[src/sv/rmu_pkg.sv]
// Package with the shared types and constants of the recursive mutex unit.
`default_nettype none

package rmu_pkg;

	// Fixed field widths of the request and response items.
	localparam int ID_W     = 4;
	localparam int MASK_W   = 16;
	localparam int STATUS_W = 3;
	localparam int ID_REACH = 1 << ID_W;

	// Default sizes of the mutex bank.
	localparam int DEF_MUTEX_COUNT   = 16;
	localparam int DEF_PROCESS_COUNT = 16;
	localparam int DEF_COUNT_BITS    = 8;

	// Requested operation.
	typedef enum logic {
		OP_LOCK   = 1'b0,
		OP_UNLOCK = 1'b1
	} rmu_op_t;

	// Result status codes.
	typedef enum logic [STATUS_W-1:0] {
		ST_OK        = 3'd0,
		ST_BLOCKED   = 3'd1,
		ST_RELOCK    = 3'd2,
		ST_NOT_OWNER = 3'd3,
		ST_OVERFLOW  = 3'd4
	} rmu_status_t;

	// One request item as held in the input stage.
	typedef struct packed {
		rmu_op_t         op;
		logic [ID_W-1:0] process_id;
		logic [ID_W-1:0] mutex_id;
	} rmu_item_t;

	// One response item.
	typedef struct packed {
		rmu_status_t     status;
		logic            woken_valid;
		logic [ID_W-1:0] woken_process;
	} rmu_result_t;

endpackage

`default_nettype wire

[src/sv/rmu_if.sv]
// Valid/ready channel interfaces for the request and response items.
`default_nettype none

interface rmu_req_if;
	logic                     valid;
	logic                     ready;
	logic                     op;
	logic [rmu_pkg::ID_W-1:0] process_id;
	logic [rmu_pkg::ID_W-1:0] mutex_id;

	modport source (output valid, output op, output process_id, output mutex_id,
		input ready);
	modport sink (input valid, input op, input process_id, input mutex_id,
		output ready);
endinterface

interface rmu_rsp_if;
	logic                         valid;
	logic                         ready;
	logic [rmu_pkg::STATUS_W-1:0] status;
	logic                         woken_valid;
	logic [rmu_pkg::ID_W-1:0]     woken_process;

	modport source (output valid, output status, output woken_valid,
		output woken_process, input ready);
	modport sink (input valid, input status, input woken_valid,
		input woken_process, output ready);
endinterface

`default_nettype wire

[src/sv/recursive_mutex_unit.sv]
// Top level of the recursive mutex unit: input stage, state table and response register.
//
// Usage: a bank of mutexes with per-mutex FIFO wait queues. Each request item on
// the req channel (valid/ready) asks to lock or unlock one mutex for one process;
// each request yields exactly one response item on the rsp channel, carrying the
// status and, for a final unlock with waiters, the process taken from the queue.
// A woken process must send its lock request again.
// The recursive mask is written through cfg_we/cfg_data, by the user only while no request
// is in flight, which the block itself does not enforce; bit m set makes mutex m recursive.
// A request goes from the input register through the table into the response register.
// Throughput: one item per cycle while rsp.ready is high, set by the single
// read-modify-write of the table between the input register and the response register.
// Reset (arst_n low) frees every mutex, empties every queue, clears the mask and
// drops both stages. When the receiver holds rsp.ready low, the response stays in
// its register, one more request is held in the input stage, and req.ready then
// falls until the response is taken.
`default_nettype none

module recursive_mutex_unit #(
	parameter int MUTEX_COUNT   = rmu_pkg::DEF_MUTEX_COUNT,
	parameter int PROCESS_COUNT = rmu_pkg::DEF_PROCESS_COUNT,
	parameter int COUNT_BITS    = rmu_pkg::DEF_COUNT_BITS
) (
	input  wire logic                       clk,
	input  wire logic                       arst_n,
	rmu_req_if.sink                         req,
	rmu_rsp_if.source                       rsp,
	input  wire logic                       cfg_we,
	input  wire logic [rmu_pkg::MASK_W-1:0] cfg_data
);
	import rmu_pkg::*;

	logic                vld_s1;
	rmu_item_t           item_s1;
	logic                rsp_vld_q;
	rmu_result_t         result_q;
	rmu_result_t         result;
	logic [MASK_W-1:0]   mask_q;
	logic                advance;
	logic                accept;

	// The input stage moves on when the response register is free or being emptied.
	assign advance   = vld_s1 && (!rsp_vld_q || rsp.ready);
	assign req.ready = !vld_s1 || advance;
	assign accept    = req.valid && req.ready;

	// Configuration register.
	always_ff @(posedge clk or negedge arst_n) begin
		if (!arst_n) begin
			mask_q <= '0;
		end else if (cfg_we) begin
			mask_q <= cfg_data;
		end
	end

	// Input stage control.
	always_ff @(posedge clk or negedge arst_n) begin
		if (!arst_n) begin
			vld_s1 <= 1'b0;
		end else begin
			vld_s1 <= accept || (vld_s1 && !advance);
		end
	end

	// Input stage payload.
	always_ff @(posedge clk) begin
		if (accept) begin
			item_s1.op         <= rmu_op_t'(req.op);
			item_s1.process_id <= req.process_id;
			item_s1.mutex_id   <= req.mutex_id;
		end
	end

	rmu_table #(
		.MUTEX_COUNT   (MUTEX_COUNT),
		.PROCESS_COUNT (PROCESS_COUNT),
		.COUNT_BITS    (COUNT_BITS)
	) u_table (
		.clk            (clk),
		.arst_n         (arst_n),
		.commit         (advance),
		.item           (item_s1),
		.recursive_mask (mask_q),
		.result         (result)
	);

	// Response register control.
	always_ff @(posedge clk or negedge arst_n) begin
		if (!arst_n) begin
			rsp_vld_q <= 1'b0;
		end else begin
			rsp_vld_q <= advance || (rsp_vld_q && !rsp.ready);
		end
	end

	// Response register payload.
	always_ff @(posedge clk) begin
		if (advance) begin
			result_q <= result;
		end
	end

	assign rsp.valid         = rsp_vld_q;
	assign rsp.status        = result_q.status;
	assign rsp.woken_valid   = result_q.woken_valid;
	assign rsp.woken_process = result_q.woken_process;

endmodule

`default_nettype wire

[src/sv/rmu_table.sv]
// Mutex state table: owner, hold count and FIFO wait queues, updated once per item.
`default_nettype none

module rmu_table #(
	parameter int MUTEX_COUNT   = rmu_pkg::DEF_MUTEX_COUNT,
	parameter int PROCESS_COUNT = rmu_pkg::DEF_PROCESS_COUNT,
	parameter int COUNT_BITS    = rmu_pkg::DEF_COUNT_BITS
) (
	input  wire logic                         clk,
	input  wire logic                         arst_n,
	input  wire logic                         commit,
	input  wire rmu_pkg::rmu_item_t           item,
	input  wire logic [rmu_pkg::MASK_W-1:0]   recursive_mask,
	output rmu_pkg::rmu_result_t              result
);
	import rmu_pkg::*;

	// Only ids that fit the id fields can ever be addressed.
	localparam int MSTORE = (MUTEX_COUNT < ID_REACH) ? MUTEX_COUNT : ID_REACH;
	localparam int PSTORE = (PROCESS_COUNT < ID_REACH) ? PROCESS_COUNT : ID_REACH;
	localparam int MIDX_W = $clog2(MSTORE);
	localparam int PIDX_W = $clog2(PSTORE);
	localparam int CMP_W  = 8;
	localparam logic [COUNT_BITS-1:0] COUNT_MAX = '1;
	localparam logic [COUNT_BITS-1:0] COUNT_ONE = COUNT_BITS'(1);

	// Per-mutex state.
	logic [COUNT_BITS-1:0] hold_q      [MSTORE];
	logic [ID_W-1:0]       owner_q     [MSTORE];
	logic                  owner_vld_q [MSTORE];
	logic [ID_W-1:0]       head_q      [MSTORE];
	logic [ID_W-1:0]       tail_q      [MSTORE];
	logic                  queued_q    [MSTORE];
	// Per-process state.
	logic [ID_W-1:0]       next_q      [PSTORE];
	logic                  waiting_q   [PSTORE];

	logic [MIDX_W-1:0]     mi;
	logic [PIDX_W-1:0]     pi;
	logic [PIDX_W-1:0]     hi;
	logic [PIDX_W-1:0]     ti;
	logic                  in_range;
	logic [COUNT_BITS-1:0] cur_count;
	logic                  cur_vld;
	logic                  is_owner;
	logic                  is_rec;

	logic                  upd_own;
	logic                  new_vld;
	logic [ID_W-1:0]       new_owner;
	logic [COUNT_BITS-1:0] new_count;
	logic                  do_enq;
	logic                  do_deq;
	logic                  deq_last;

	// Read the addressed entries.
	always_comb begin
		mi        = item.mutex_id[MIDX_W-1:0];
		pi        = item.process_id[PIDX_W-1:0];
		hi        = head_q[mi][PIDX_W-1:0];
		ti        = tail_q[mi][PIDX_W-1:0];
		in_range  = (CMP_W'(item.mutex_id) < CMP_W'(MUTEX_COUNT)) &&
			(CMP_W'(item.process_id) < CMP_W'(PROCESS_COUNT));
		cur_count = hold_q[mi];
		cur_vld   = owner_vld_q[mi];
		is_owner  = cur_vld && (owner_q[mi] == item.process_id);
		is_rec    = recursive_mask[item.mutex_id];
	end

	// Decide the outcome and the state updates for the current item.
	always_comb begin
		result.status        = ST_OK;
		result.woken_valid   = 1'b0;
		result.woken_process = '0;
		upd_own   = 1'b0;
		new_vld   = cur_vld;
		new_owner = owner_q[mi];
		new_count = cur_count;
		do_enq    = 1'b0;
		do_deq    = 1'b0;
		deq_last  = (tail_q[mi] == head_q[mi]);
		if (!in_range) begin
			result.status = ST_NOT_OWNER;
		end else if (item.op == OP_LOCK) begin
			if (!cur_vld) begin
				upd_own   = 1'b1;
				new_vld   = 1'b1;
				new_owner = item.process_id;
				new_count = COUNT_ONE;
			end else if (is_owner) begin
				if (!is_rec) begin
					result.status = ST_RELOCK;
				end else if (cur_count == COUNT_MAX) begin
					result.status = ST_OVERFLOW;
				end else begin
					upd_own   = 1'b1;
					new_count = cur_count + COUNT_ONE;
				end
			end else begin
				result.status = ST_BLOCKED;
				do_enq        = !waiting_q[pi];
			end
		end else begin
			if (!is_owner) begin
				result.status = ST_NOT_OWNER;
			end else begin
				upd_own   = 1'b1;
				new_count = cur_count - COUNT_ONE;
				// Last release frees the mutex and wakes the head waiter.
				if (cur_count == COUNT_ONE) begin
					new_vld   = 1'b0;
					new_owner = '0;
					if (queued_q[mi]) begin
						do_deq               = 1'b1;
						result.woken_valid   = 1'b1;
						result.woken_process = head_q[mi];
					end
				end
			end
		end
	end

	// State that reset clears.
	always_ff @(posedge clk or negedge arst_n) begin
		if (!arst_n) begin
			for (int i = 0; i < MSTORE; i++) begin
				hold_q[i]      <= '0;
				owner_q[i]     <= '0;
				owner_vld_q[i] <= 1'b0;
				queued_q[i]    <= 1'b0;
			end
			for (int i = 0; i < PSTORE; i++) begin
				waiting_q[i] <= 1'b0;
			end
		end else if (commit) begin
			if (upd_own) begin
				hold_q[mi]      <= new_count;
				owner_q[mi]     <= new_owner;
				owner_vld_q[mi] <= new_vld;
			end
			if (do_enq) begin
				queued_q[mi]  <= 1'b1;
				waiting_q[pi] <= 1'b1;
			end
			if (do_deq) begin
				if (deq_last) begin
					queued_q[mi] <= 1'b0;
				end
				waiting_q[hi] <= 1'b0;
			end
		end
	end

	// Queue links, meaningful only once written.
	always_ff @(posedge clk) begin
		if (commit) begin
			if (do_enq) begin
				if (queued_q[mi]) begin
					next_q[ti] <= item.process_id;
				end else begin
					head_q[mi] <= item.process_id;
				end
				tail_q[mi] <= item.process_id;
			end
			if (do_deq && !deq_last) begin
				head_q[mi] <= next_q[hi];
			end
		end
	end

endmodule

`default_nettype wire

[src/flat_wrapper.sv]
// flat-port wrapper written by rule: the top's interface ports become plain ports
module recursive_mutex_unit_flat import rmu_pkg::*;
#(
	parameter int MUTEX_COUNT   = rmu_pkg::DEF_MUTEX_COUNT,
	parameter int PROCESS_COUNT = rmu_pkg::DEF_PROCESS_COUNT,
	parameter int COUNT_BITS    = rmu_pkg::DEF_COUNT_BITS
)
  (clk, arst_n, cfg_we, cfg_data, req_valid, req_op, req_process_id, req_mutex_id, req_ready, rsp_valid, rsp_status, rsp_woken_valid, rsp_woken_process, rsp_ready);
  rmu_req_if req_i ();
  rmu_rsp_if rsp_i ();
  input  wire logic clk;
  input  wire logic arst_n;
  input  wire logic cfg_we;
  input  wire logic [rmu_pkg::MASK_W-1:0] cfg_data;
  input wire logic [$bits(req_i.valid)-1:0] req_valid;
  input wire logic [$bits(req_i.op)-1:0] req_op;
  input wire logic [$bits(req_i.process_id)-1:0] req_process_id;
  input wire logic [$bits(req_i.mutex_id)-1:0] req_mutex_id;
  output wire logic [$bits(req_i.ready)-1:0] req_ready;
  output wire logic [$bits(rsp_i.valid)-1:0] rsp_valid;
  output wire logic [$bits(rsp_i.status)-1:0] rsp_status;
  output wire logic [$bits(rsp_i.woken_valid)-1:0] rsp_woken_valid;
  output wire logic [$bits(rsp_i.woken_process)-1:0] rsp_woken_process;
  input wire logic [$bits(rsp_i.ready)-1:0] rsp_ready;
  assign req_i.valid = req_valid;
  assign req_i.op = req_op;
  assign req_i.process_id = req_process_id;
  assign req_i.mutex_id = req_mutex_id;
  assign req_ready = req_i.ready;
  assign rsp_valid = rsp_i.valid;
  assign rsp_status = rsp_i.status;
  assign rsp_woken_valid = rsp_i.woken_valid;
  assign rsp_woken_process = rsp_i.woken_process;
  assign rsp_i.ready = rsp_ready;
  recursive_mutex_unit #(.MUTEX_COUNT(MUTEX_COUNT), .PROCESS_COUNT(PROCESS_COUNT), .COUNT_BITS(COUNT_BITS)) u_core (.clk(clk), .arst_n(arst_n), .req(req_i), .rsp(rsp_i), .cfg_we(cfg_we), .cfg_data(cfg_data));
endmodule
[config.mk]
export PLATFORM = sky130hd
export DESIGN_NAME = recursive_mutex_unit_flat
export DESIGN_NICKNAME = d
export VERILOG_FILES = /design/src/sv/rmu_pkg.sv /design/src/sv/rmu_if.sv /design/src/sv/recursive_mutex_unit.sv /design/src/sv/rmu_table.sv /design/src/flat_wrapper.sv
export SDC_FILE = /design/constraint.sdc
export NUM_CORES = 1
export LEC_CHECK = 0
export ABC_AREA = 0
export BUFFER_PORTS_ARGS = -buffer_cell sky130_fd_sc_hd__buf_2
export CAP_MARGIN = 0
export CORE_MARGIN = 4
export CORE_UTILIZATION = 45
export CTS_BUF_LIST = sky130_fd_sc_hd__clkbuf_4
export DETAILED_ROUTE_END_ITERATION = 10
export GPL_TIMING_DRIVEN = 0
export MAX_ROUTING_LAYER = met4
export PLACE_DENSITY = 0.66
export SKIP_LAST_GASP = 1
export SLEW_MARGIN = 20
export SYNTH_ARGS = -nofsm -noshare
export SYNTH_HDL_FRONTEND = slang
export SYNTH_SLANG_ARGS = --single-unit
[constraint.sdc]
create_clock -name clk -period 5.85 [get_ports clk]
set_input_delay 0.585 -clock clk [delete_from_list [all_inputs] [get_ports clk]]
set_output_delay 0.585 -clock clk [all_outputs]
set_load 0.005 [all_outputs]
* After elaboration in Yosys (flattened, before gate mapping) *
Memory sizes are Yosys's and may differ from the RTL's. A register that Yosys moved wholly into a read port is not among the register bits.
Cells that the tools add are included.

storage, ports and cells
  register bits = 275
  RAM bits = 192
  input bits = 30
  logic and storage cells = 223
  memories = 3

memory list
  memory                 depth  bits a word  read ports  clocked after memory_dff  write ports  line             RTL
  u_core.u_table.head_q  16     4            1           1                         1            rmu_table.sv:31  logic [ID_W-1:0] head_q [MSTORE];
  u_core.u_table.next_q  16     4            1           0                         1            rmu_table.sv:35  logic [ID_W-1:0] next_q [PSTORE];
  u_core.u_table.tail_q  16     4            1           1                         1            rmu_table.sv:32  logic [ID_W-1:0] tail_q [MSTORE];

cells by class
  $add $sub $neg = 2
  $lt $le $gt $ge = 7
  equality and inequality tests = 4
  muxes and demuxes = 86
  bitwise logic cells = 10
  reductions and logical operators = 22

operators with widths
  kind                   number
  $bwmux W128            1
  $mux W16               7
  $mux W8                9
  $bwmux W64             1
  $mux W4                10
  $mux W1                39
  $and A16 B16 Y16       2
  $bmux W8 S4            1
  $demux W8 S4           1
  $not A16 Y16           2
  $or A16 B16 Y16        2
  $bmux W1 S4            4
  $bmux W4 S4            1
  $bwmux W16             1
  $demux W4 S4           1
  $ge A5 B5 Y1 const B   3
  $lt A5 B1 Y1 const B   3
  $mux W3                5
  $not A4 Y5             3
  $demux W1 S4           3
  $logic_and A1 B1 Y1    9
  $add A8 B1 Y8 const B  1
  $eq A4 B4 Y1           2
  $eq A8 B1 Y1 const B   1
  other kinds (11)       19

* Depth between registers and ports, before layout *
Gate-level depths: netlist of the first run.

  depth after elaboration = 14
  mapped depth = 21
  depth with buffers taken out = 14

* By module *
Synthesis of the first run repeated with hierarchy kept, for this count alone.

unflattened totals
  cells, all modules = 1,335
  area total of the unflattened synthesis = 21,159.0 µm²

by module, submodules not included
  module                instances  cells each  area each (µm²)
  rmu_table             1          1,276       19,910.3
  recursive_mutex_unit  1          59          1,248.7

* Worst setup path before layout of the first run *
Ideal clock, no wire load.

  kind = flip-flop to flip-flop
  start = register u_core.item_s1[0] (netlist name)
  end = register u_core.u_table.owner_q[33] (netlist name)
  arrival = 4.022 ns
  setup slack = 1.701 ns
  cell stages (with the launch flop) = 21
  buffers on the path = 6
  clock period less this slack = 4.149 ns
  cell sequence = edfxtp_1 > buf_6 > buf_4 > buf_4 > mux4_2 > a22o_1 > nor2_1 > inv_1 > ha_1 > nand2_1 > o32ai_1 > nand4_1 > or2_1 > buf_2 > and2_1 > nor2_2 > nor3_4 > buf_12 > nand2_4 > buf_6 > mux2_1

on the way
  word-level cells in the longest chain between the ends = 11
  elaborated cells on any way between the ends = 33
  classes of those cells = 2 x order compare; 3 x eq/ne; 24 x mux; 1 x bitwise; 3 x reduce/logical

ends and longest elaborated chain
  element                                      line                        RTL
  from (decl)                                  recursive_mutex_unit.sv:34  rmu_item_t item_s1;
  $not A4 Y5 (implied by the code)             --
  $bmux W8 S4                                  rmu_table.sv:64             cur_count = hold_q[mi];
  $mux W8 (implied by the code) (2 in series)  rmu_table.sv:64
  $eq A8 B8 Y1                                 rmu_table.sv:93             end else if (cur_count == COUNT_MAX) begin
  $mux W1                                      rmu_table.sv:93
  $mux W1                                      rmu_table.sv:91             if (!is_rec) begin
  $mux W1                                      rmu_table.sv:90             end else if (is_owner) begin
  $mux W1                                      rmu_table.sv:85             if (!cur_vld) begin
  $mux W1                                      rmu_table.sv:84             end else if (item.op == OP_LOCK) begin
  $reduce_and A2 Y1 (no line)                  --
  to (signal, indexed assignment)              rmu_table.sv:138            owner_q[mi] <= new_owner;
  to (decl)                                    rmu_table.sv:29             logic [ID_W-1:0] owner_q [MSTORE];

Parallel ways exist; a longest one is shown, timed or not. The select of a mux whose other input is x is not followed.
A chain may end at the register's enable or synchronous reset.

* Worst setup path in the final report of the first run *
  start = register u_core.item_s1[1] (netlist name)
  end = register u_core.u_table.hold_q[29] (netlist name)

on the way
  word-level cells in the longest chain between the ends = 11
  elaborated cells on any way between the ends = 36
  classes of those cells = 2 x add/sub; 2 x order compare; 2 x eq/ne; 26 x mux; 1 x bitwise; 3 x reduce/logical

ends and longest elaborated chain
  element                                           line                              RTL
  $not A4 Y5 (implied by the code)                  --
  $bmux W8 S4                                       rmu_table.sv:64
  $mux W8 (implied by the code) (2 in series)       rmu_table.sv:64
  $add A8 B1 Y8 or $eq A8 B8 Y1 (tied branches)     rmu_table.sv:97, rmu_table.sv:93
  $mux W8 or $mux W1 (tied branches)                rmu_table.sv:93
  $mux W8 or $mux W1 (tied branches)                rmu_table.sv:91
  $mux W8 or $mux W1 (tied branches)                rmu_table.sv:90
  $mux W8 or $mux W1 (tied branches)                rmu_table.sv:85
  $mux W8 or $mux W1 (tied branches)                rmu_table.sv:84
  $bwmux W128 or $reduce_and A2 Y1 (tied branches)  --
  to (signal, indexed assignment)                   rmu_table.sv:137                  hold_q[mi] <= new_count;
  to (decl)                                         rmu_table.sv:28                   logic [COUNT_BITS-1:0] hold_q [MSTORE];

Parallel ways exist; a longest one is shown, timed or not. The select of a mux whose other input is x is not followed.

==> key figures, run 1 <==
Pwr
  • Psw: 2.065 mW
  • Total power: 7.859 mW
  • Pleak: 10.54 nW
  • Reg power frac: 0.484
  • Switching portion of total power: 0.2628
  • Max VDD drop: 0.1897 mV
  • Pwr/cell area: 318.1 nW/um^2
  • Int Power: 5.794 mW
  • Clk network pwr share: 0.376
  • Power share of the combinational group: 0.140

Floorplanning
  • Die height: 227.6 um
  • Initial Util: 0.4546
  • Num rows: 80
  • Die width: 227.6 um
  • Core ar.: 47,750 sq um
  • Die ar.: 51,810 sq um
  • Ports: 40

Logic synthesis
  • Yosys cell types: 70
  • Post-synthesis mux area share: 0.2519
  • Post-Synthesis Cells: 1,396
  • Synth Register Bits: 471
  • Ys flop type: dfrtp_1
  • Post-Syn Nets: 1,429
  • Post-Synth Adder-Cell Area: 0.001730
  • Cell Area, Synth: 21,700 sq um
  • Syn Area/Cell: 15.55 sq um
  • Number of flops mapped to enable cells by yosys: 209
  • Ys Warns: 0
  • Top cell type's share of synthesized area: 0.2975
  • Largest family of logic cells by synthesized area: multiplexers
  • Synth area leaders: dfrtp_1, edfxtp_1, mux4_2, mux2_2, mux2_4
  • Compound-Gate Fraction of Synth Area: 0.04848
  • Post-synth top area cell: dfrtp_1
  • Post-Synth XOR/XNOR Area: 0.007264
  • Simple logic cell fraction of the synthesized area: 0.07056
  • Async SR Flop Fraction: 0.5478
  • Seq/Total Area, Yosys: 0.5903

Outcome
  • Status: finished, final reports clean

Timing
  • Hold Slack: 0.1407 ns
  • Setup violators final: 0
  • Final Max Tran Viols: 0
  • RSZ-0062 raised after global routing: yes
  • Final Hold Viols: 0
  • Crit path time final: 5.670 ns
  • Fin Clk Skew: 0.03431 ns
  • Slew margin rel.: 0.3828
  • Slew @ Worst Pin: 0.9161 ns
  • Crit share post-route: 0.9693
  • Fmax: 176.4 MHz

Setup path
  • Worst Setup Start Kind: flip-flop
  • CP arrival: 6.46 ns
  • Worst r2r dst: u_core.u_table.hold_q[29]
  • Worst Path Max Fanout: 10
  • CP top delay family: buffers and inverters
  • Reg2reg start: u_core.item_s1[1]
  • Crit path kind: reg2reg
  • Register-to-Register Path Depth: 20
  • Reg2Reg Setup Slack: 0.18 ns
  • Number of buffers and inverters on the critical path: 7
  • Max incr delay on CP: 0.53 ns
  • Crit-path slowest cell: o32ai_1
  • Crit end category: flip-flop
  • Sequence of cells on the critical path: buf_4 > buf_4 > buf_2 > mux4_2 > nand2_1 > and4_1 > clkbuf_1 > inv_1 > ha_1 > nand2_1 > o32ai_1 > nand4_1 > or2_1 > buf_2 > and2_1 > nor2_2 > nor3_4 > nand2_1 > buf_2 > mux2_2
  • CP required: 6.63 ns

Finish
  • Commonest non-fill, non-tap cells in the layout: dfrtp_1, edfxtp_1, clkbuf_4
  • Area grow syn2layout: 13.85%
  • Most common cell after layout, fill and taps aside: dfrtp_1
  • Post-route cell area: 24,710 sq um
  • Fin nets: 1,636
  • Non-Filler Instances: 2,301
  • Share of cells above drive strength 1: 0.4006

Min path
  • Hold Path Depth: 2
  • Hold Path Class: in2reg
  • Hold Crit Start: cfg_we
  • Hold endpoint: u_core.mask_q[3]

CTS
  • Root Buffer: clkbuf_4
  • CTS max path bufs: 3
  • Postcts setup bufs: 0
  • CTS tree: built
  • Worst skew pair latency: 0.93 ns
  • Clock sinks: 471
  • Clock transition at the registers of the reported paths: 0.07 ns
  • H-tree Lvls: 4
  • Cts bufs inserted: 130

Route
  • Drt via density: 5.733
  • Remaining DRCs: 0
  • WL/cell: 23.78 um
  • Antenna Nets Post-Route: 0
  • DR pass1 iterations: 5
  • Vias after detailed routing: 13,190
  • Final WL: 54,720 um
  • Detailed Route Iter0 Violations: 1,223

Global route
  • First-pass GRT wire length: 83,780 um
  • Largest net degree at the start of global routing: 105
  • Tot GR Track Use: 0.2237
  • Gr ovfl total: 0
  • Vias in the first global route: 13,800
  • Antenna violations before repair: 1

Job
  • Max cap viols: 0

Placement
  • Final HPWL DP: 35,760 um
  • Cells after DPL: 2,055
  • Routability-driven placement congestion ratio: 0.9208
  • Placed inst area: 22,780 sq um
  • Count of port buffers added during placement: 38
==> Yosys cell counts, types with 30 or more instances <==
cell / count
mux2i_1: 31
a21oi_1: 30
mux4_2: 94
nor2_1: 75
clkbuf_1: 34
buf_2: 36
mux2_2: 138
dfrtp_1: 258
edfxtp_1: 209
nand2_1: 88
mux2_4: 93
==> layout make-up <==
cell class	instances	area (sq um)
inverter	11	41.29
buffer	101	603.1
clock inverter	31	231.5
tap	615	769.5
fill	4006	23040
timing repair buffer	75	616.8
clock buffer	183	1374
antenna	1	2.502
sequential	471	12810
multi-input combinational	813	8259
==> how the worst max path moves through the flow <==
stage | startpoint | to | slack, ns | cells past startpoint
floorplan | u_core.item_s1[0] | u_core.u_table.owner_q[33] | 1.70 | 20
global placement | arst_n | u_core.mask_q[0] | -0.39 | 1
detailed placement | u_core.item_s1[0] | u_core.u_table.owner_q[56] | 0.28 | 18
CTS | u_core.item_s1[0] | u_core.u_table.owner_q[56] | 0.24 | 18
global route | u_core.item_s1[1] | u_core.u_table.owner_vld_q[2] | -0.04 | 20
finish | u_core.item_s1[1] | u_core.u_table.hold_q[29] | 0.18 | 20
==> stage by stage <==
stage               TNS (ns)  utilization  setup slack [ns]
floorplan                  0            -             1.701
global route         -0.2361       0.5175          -0.03968
finish                     0       0.5175            0.1797
detailed placement         0       0.4770            0.2835
CTS                        0       0.5167            0.2392
global placement      -94.63       0.4747           -0.3888
==> metal layers <==
metal  vias to the layer above  share of wire  GRT usage
met5                         -              0          -
met4                         0          0.020    0.07164
met3                        83          0.055    0.04688
met2                       452           0.50     0.3538
met1                      6883           0.43     0.2934
li1                       5774              -          -
==> flip-flops by register name (all words and copies together), names as in the netlist, 9 cells and up, named ones only <==
| register | flops |
|---|---|
| u_core.u_table.owner_vld_q | 16 |
| u_core.u_table.waiting_q | 16 |
| u_core.u_table.queued_q | 16 |
| u_core.item_s1 | 9 |
| u_core.u_table.hold_q | 128 |
| u_core.mask_q | 16 |
| u_core.u_table.next_q | 64 |
| u_core.u_table.owner_q | 64 |
| u_core.u_table.head_q | 64 |
| u_core.u_table.tail_q | 64 |
==> worst register-to-register path, delay by kind of cell (launching register included) <==
| family | cells | cell delay (ns) |
|---|---|---|
| adders and majority gates | 1 | 0.26 |
| and+or+nand+nor | 9 | 1.70 |
| buffers and inverters | 7 | 1.89 |
| muxes | 2 | 0.67 |
| DFF | 1 | 0.51 |
| AOI/OAI and AO/OA | 1 | 0.53 |
==> logic make-up after synthesis <==
family	after synthesis
AO/OA/AOI/OAI	142
XOR/XNOR	18
adder cells (fa/ha/maj)	3
buffers and inverters	112
flip-flops	471
multiplexers	364
AND/OR/NAND/NOR	286
==> power by group through the flow <==
stage / logic, mW / clock network, mW / registers, mW
floorplan: 0.768 / 0 / 3.82
global placement: 1.03 / 0 / 3.86
detailed placement: 1.07 / 0 / 3.86
CTS: 1.09 / 3.03 / 3.80
global route: 1.18 / 3.22 / 3.82
finish: 1.10 / 2.96 / 3.80
==> what timing repair did <==
item / CTS / global route
gates resized for setup: 0 / 1
endpoints found under the setup margin: 0 / 10
endpoints found under the hold margin: 111 / 0
hold buffers: 29 / 0
Power figures use the tool's default switching activity.
==> inputs of run 2 (changes only) <==
- clock period: 5.85 -> 6.95 ns (I/O delays scaled with it)
==> key figures, run 2 (synthesis gave the netlist of run 1 again) <==
Global route
  • Global-route layer with the greatest usage: met2
  • Grt met1 use: 0.2933
  • Gr ovfl total: 0
  • M3 GR Usage: 0.04688
  • GR Util met2: 0.3534
  • Vias in the first global route: 13,800
  • First-pass GRT wire length: 83,720 um
  • Tot GR Track Use: 0.2236
  • Largest net degree at the start of global routing: 105
  • Antenna violations before repair: 1

CTS
  • Postcts setup bufs: 0
  • Root Buffer: clkbuf_4
  • Clock transition at the registers of the reported paths: 0.07 ns
  • Clock sinks: 471
  • Resize count post-CTS: 0
  • CTS max path bufs: 3
  • CTS tree: built
  • Worst skew pair latency: 0.95 ns
  • H-tree Lvls: 4
  • Cts bufs inserted: 130
  • CTS Hold Buffers Added: 28

Setup path
  • CP top delay family: buffers and inverters
  • Number of buffers and inverters on the critical path: 6
  • Reg2Reg Setup Slack: 1.22 ns
  • Worst Path Max Fanout: 10
  • CP required: 7.75 ns
  • Worst Setup Start Kind: flip-flop
  • CP arrival: 6.53 ns
  • Crit end category: flip-flop
  • Sequence of cells on the critical path: buf_6 > buf_4 > buf_4 > mux4_2 > a22o_1 > nor2_1 > inv_1 > ha_1 > nand2_1 > o32ai_1 > nand4_1 > or2_1 > buf_2 > and2_1 > nor2_2 > nor4_2 > buf_2 > mux2_2
  • Crit-path slowest cell: nor4_2
  • Crit path kind: reg2reg
  • CP startpoint: u_core.item_s1[0]
  • Max incr delay on CP: 0.59 ns
  • Reg2reg start: u_core.item_s1[0]

Floorplanning
  • Die height: 227.6 um
  • Num rows: 80
  • Die width: 227.6 um
  • Core ar.: 47,750 sq um
  • Die ar.: 51,810 sq um
  • Initial Util: 0.4546
  • Ports: 40

Route
  • Final WL: 54,570 um
  • Drt via density: 5.726
  • DR pass1 iterations: 5
  • Vias after detailed routing: 13,190
  • Detailed Route Iter0 Violations: 1,157
  • WL/cell: 23.68 um
  • Antenna Nets Post-Route: 0
  • Remaining DRCs: 0

Timing
  • Setup tns final: 0 ns
  • Fmax: 174.7 MHz
  • Final Max Tran Viols: 0
  • Slew margin rel.: 0.3676
  • Crit share post-route: 0.8238
  • RSZ-0062 raised after global routing: no
  • Final Hold Viols: 0
  • Crit path time final: 5.726 ns
  • Setup violators final: 0
  • Fin Clk Skew: 0.03629 ns
  • Final WS setup: 1.225 ns
  • Slew @ Worst Pin: 0.9387 ns

Pwr
  • Pleak: 10.54 nW
  • Max VDD drop: 0.1595 mV
  • Pwr/cell area: 267.7 nW/um^2

Placement
  • Dpl ws: 1.383 ns
  • Final HPWL DP: 35,760 um
  • Routability-driven placement congestion ratio: 0.9208
  • Count of port buffers added during placement: 38

Finish
  • Fill cell count: 4,008
  • Most common cell after layout, fill and taps aside: dfrtp_1
  • Share of cells above drive strength 1: 0.4008
  • Area grow syn2layout: 13.81%
  • Max reg flops: 128
  • Final core occ: 0.5173
  • Top reg by flops: u_core.u_table.hold_q
  • Commonest non-fill, non-tap cells in the layout: dfrtp_1, edfxtp_1, clkbuf_4
  • Fin nets: 1,635

Min path
  • Hold Path Class: in2reg
  • Hold Crit Start: cfg_we

Outcome
  • Status: finished, final reports clean

Job
  • Max cap viols: 0
run 2: changes by cell type in the layout (fill, tap and decap cells not counted):
| cell | delta |
|---|---|
| nor4_4 | -1 |
| diode_2 | +4 |
| nor4_2 | +1 |
| dlygate4sd3_1 | -1 |
run 2: through the flow:
stage	power, mW	cell area (sq um)	cells	hold WS (ns)
after global routing	6.921	24690	2300	0.1783
after floorplan	3.864	21700	1396	0.3994
after global placement	4.119	22660	2049	0.4629
after CTS	6.668	24660	2297	0.1319
after detailed placement	4.154	22780	2055	0.4761
final	6.613	24700	2304	0.2252
run 2: cell type report:
class,instances,area [sq um],area share
plain buffers,101,603.1,0.02441
clock inverters,31,231.5,0.009371
multi-input cells,813,8250,0.3340
flip-flops and latches,471,12810,0.5187
repair buffers,74,606.8,0.02457
well taps,615,769.5,0.03115
diodes,5,12.51,0.0005065
inverters,11,41.29,0.001672
clock buffers,183,1374,0.05562
run 2: metal layers:
| layer | share of wire | vias up |
|---|---|---|
| met5 | 0 | - |
| met4 | 0.023 | 0 |
| met3 | 0.056 | 86 |
| met2 | 0.50 | 485 |
| met1 | 0.42 | 6842 |
| li1 | - | 5779 |
run 2: power breakdown:
part	switching, mW	internal, mW
logic	0.495	0.427
clock network	1.14	1.35
registers	0.102	3.10
total	1.74	4.88
run 2: path summary, 6_finish.rpt:
check / endpoint / cells after the start
max in group asynchronous: u_core.u_table.hold_q[120] / 3
worst min-delay path: u_core.mask_q[3] / 2
worst max register to register: u_core.u_table.owner_q[56] / 18
worst min register to register: u_core.u_table.hold_q[78] / 1
min in group asynchronous: u_core.u_table.owner_q[18] / 2
worst max-delay path: u_core.u_table.owner_q[56] / 18
==> inputs of run 3 (changes only) <==
- clock period: 6.95 -> 5.68 ns (I/O delays scaled with it)
==> key figures, run 3 (synthesis gave the netlist of run 1 again) <==
Pwr
  • Pleak: 10.54 nW
  • Int Power: 5.967 mW
  • Pwr/cell area: 327.3 nW/um^2
  • Max VDD drop: 0.1954 mV
  • Power share of the combinational group: 0.140
  • Reg power frac: 0.484
  • Clk network pwr share: 0.377
  • Psw: 2.125 mW
  • Switching portion of total power: 0.2626

Finish
  • Final core occ: 0.5179
  • Most common cell after layout, fill and taps aside: dfrtp_1
  • Area grow syn2layout: 13.93%
  • Non-Filler Instances: 2,304
  • Fin nets: 1,636
  • Max reg flops: 128
  • Share of cells above drive strength 1: 0.4018
  • Commonest non-fill, non-tap cells in the layout: dfrtp_1, edfxtp_1, clkbuf_4
  • Top reg by flops: u_core.u_table.hold_q

Global route
  • Gr ovfl total: 0
  • Tot GR Track Use: 0.2237
  • First-pass GRT wire length: 83,780 um
  • Largest net degree at the start of global routing: 105
  • Vias in the first global route: 13,800
  • Antenna violations before repair: 1

Placement
  • Final HPWL DP: 35,760 um
  • Cells after DPL: 2,055
  • Routability-driven placement congestion ratio: 0.9208
  • Count of port buffers added during placement: 38

Setup path
  • Reg2reg start: u_core.item_s1[1]
  • Worst r2r dst: u_core.u_table.hold_q[29]
  • Max incr delay on CP: 0.51 ns
  • Register-to-Register Path Depth: 20
  • Setup crit end: u_core.u_table.hold_q[29]
  • CP required: 6.49 ns
  • Crit-path slowest cell: edfxtp_1
  • Sequence of cells on the critical path: buf_4 > buf_4 > buf_2 > mux4_2 > nand2_1 > and4_1 > clkbuf_1 > inv_1 > ha_1 > nand2_1 > o32ai_2 > nand4_1 > or2_1 > buf_2 > and2_1 > nor2_2 > nor3_4 > nand2_1 > buf_2 > mux2_2
  • Crit end category: flip-flop
  • CP arrival: 6.28 ns
  • Worst Path Max Fanout: 10
  • Reg2Reg Setup Slack: 0.21 ns
  • Worst Setup Start Kind: flip-flop
  • CP startpoint: u_core.item_s1[1]
  • Crit path kind: reg2reg

Timing
  • Slew margin rel.: 0.3631
  • Crit share post-route: 0.9636
  • Fin Clk Skew: 0.04010 ns
  • Slew @ Worst Pin: 0.9454 ns
  • Setup violators final: 0
  • RSZ-0062 raised after global routing: no
  • Fmax: 182.7 MHz
  • Final Hold Viols: 0
  • Crit path time final: 5.473 ns
  • Final Max Tran Viols: 0

Route
  • WL/cell: 23.74 um
  • Remaining DRCs: 0
  • Detailed Route Iter0 Violations: 1,236
  • DR pass1 iterations: 5
  • Drt via density: 5.723
  • Antenna Nets Post-Route: 0
  • Vias after detailed routing: 13,190
  • Final WL: 54,700 um

CTS
  • CTS max path bufs: 3
  • Worst skew pair latency: 0.96 ns
  • H-tree Lvls: 4
  • Root Buffer: clkbuf_4
  • Postcts setup bufs: 0
  • Cts bufs inserted: 130
  • CTS tree: built
  • Clock transition at the registers of the reported paths: 0.07 ns
  • Clock sinks: 471

Floorplanning
  • Core ar.: 47,750 sq um
  • Ports: 40
  • Die width: 227.6 um
  • Initial Util: 0.4546
  • Die height: 227.6 um
  • Num rows: 80
  • Die ar.: 51,810 sq um

Min path
  • Hold Path Class: in2reg

Job
  • Max cap viols: 0

Outcome
  • Status: finished, final reports clean
==> run 3: cell count changes in the layout (fill, tap and decap cells not counted), sizes merged <==
cell         change
dlygate4sd3      +1
diode            -1
==> run 3: how the worst min path moves through the flow <==
| stage | from | endpoint | cells after the start |
|---|---|---|---|
| 3_3_place_gp | u_core.u_table.owner_vld_q[14] | u_core.u_table.owner_vld_q[14] | 1 |
| 5_1_grt | cfg_we | u_core.mask_q[3] | 2 |
| 3_5_place_dp | u_core.u_table.owner_vld_q[14] | u_core.u_table.owner_vld_q[14] | 1 |
| 2_1_floorplan | arst_n | u_core.mask_q[0] | 0 |
| 6_report | cfg_we | u_core.mask_q[3] | 2 |
| 4_1_cts | cfg_we | u_core.mask_q[3] | 2 |
==> run 3: repair_timing <==
item | CTS | global route
gates resized for setup | 0 | 3
hold buffers | 29 | 0
setup endpoints to repair | 0 | 69
endpoints found under the hold margin | 111 | 0
==> run 3: worst max-delay path: cells and delay by family (launching register included) <==
| family | cells | cell delay [ns] |
|---|---|---|
| buffers and inverters | 7 | 1.86 |
| AND/OR/NAND/NOR | 9 | 1.67 |
| adder cells (fa/ha/maj) | 1 | 0.26 |
| AO/OA/AOI/OAI | 1 | 0.37 |
| multiplexers | 2 | 0.64 |
| flip-flops | 1 | 0.51 |
==> run 3: power groups by stage <==
| stage | clock, mW | combinational (mW) | sequential (mW) |
|---|---|---|---|
| after global routing | 3.32 | 1.22 | 3.93 |
| after global placement | 0 | 1.07 | 3.97 |
| after CTS | 3.12 | 1.12 | 3.91 |
| after floorplan | 0 | 0.791 | 3.94 |
| final | 3.05 | 1.13 | 3.91 |
| after detailed placement | 0 | 1.10 | 3.98 |
==> run 3: per-stage QoR <==
| stage | cell area [sq um] | setup TNS [ns] | hold slack [ns] | power (mW) | worst slack, ns |
|---|---|---|---|---|---|
| after detailed placement | 22780 | 0 | 0.4761 | 5.083 | 0.1135 |
| after CTS | 24670 | 0 | 0.004900 | 8.160 | 0.06922 |
| final | 24730 | 0 | 0.09681 | 8.092 | 0.2065 |
| after global routing | 24720 | 0 | 0.05133 | 8.471 | 0.007405 |
| after floorplan | 21700 | 0 | 0.2724 | 4.728 | 1.531 |
| after global placement | 22660 | -142.06 | 0.4629 | 5.040 | -0.5418 |
==> run 3: per-layer routing <==
layer	track usage	part of all wire
met1	0.2934	0.43
met4	0.07164	0.023
met2	0.3538	0.50
met5	-	0
met3	0.04688	0.055
==> run 3: layout make-up <==
| class | count | area [sq um] |
|---|---|---|
| clock buffer | 183 | 1374 |
| buffer | 101 | 603.1 |
| multi-input combinational | 813 | 8269 |
| timing repair buffer | 75 | 616.8 |
| antenna | 4 | 10.01 |
| tap | 615 | 769.5 |
| sequential | 471 | 12810 |
| fill | 4005 | 23020 |
| clock inverter | 31 | 231.5 |
| inverter | 11 | 41.29 |
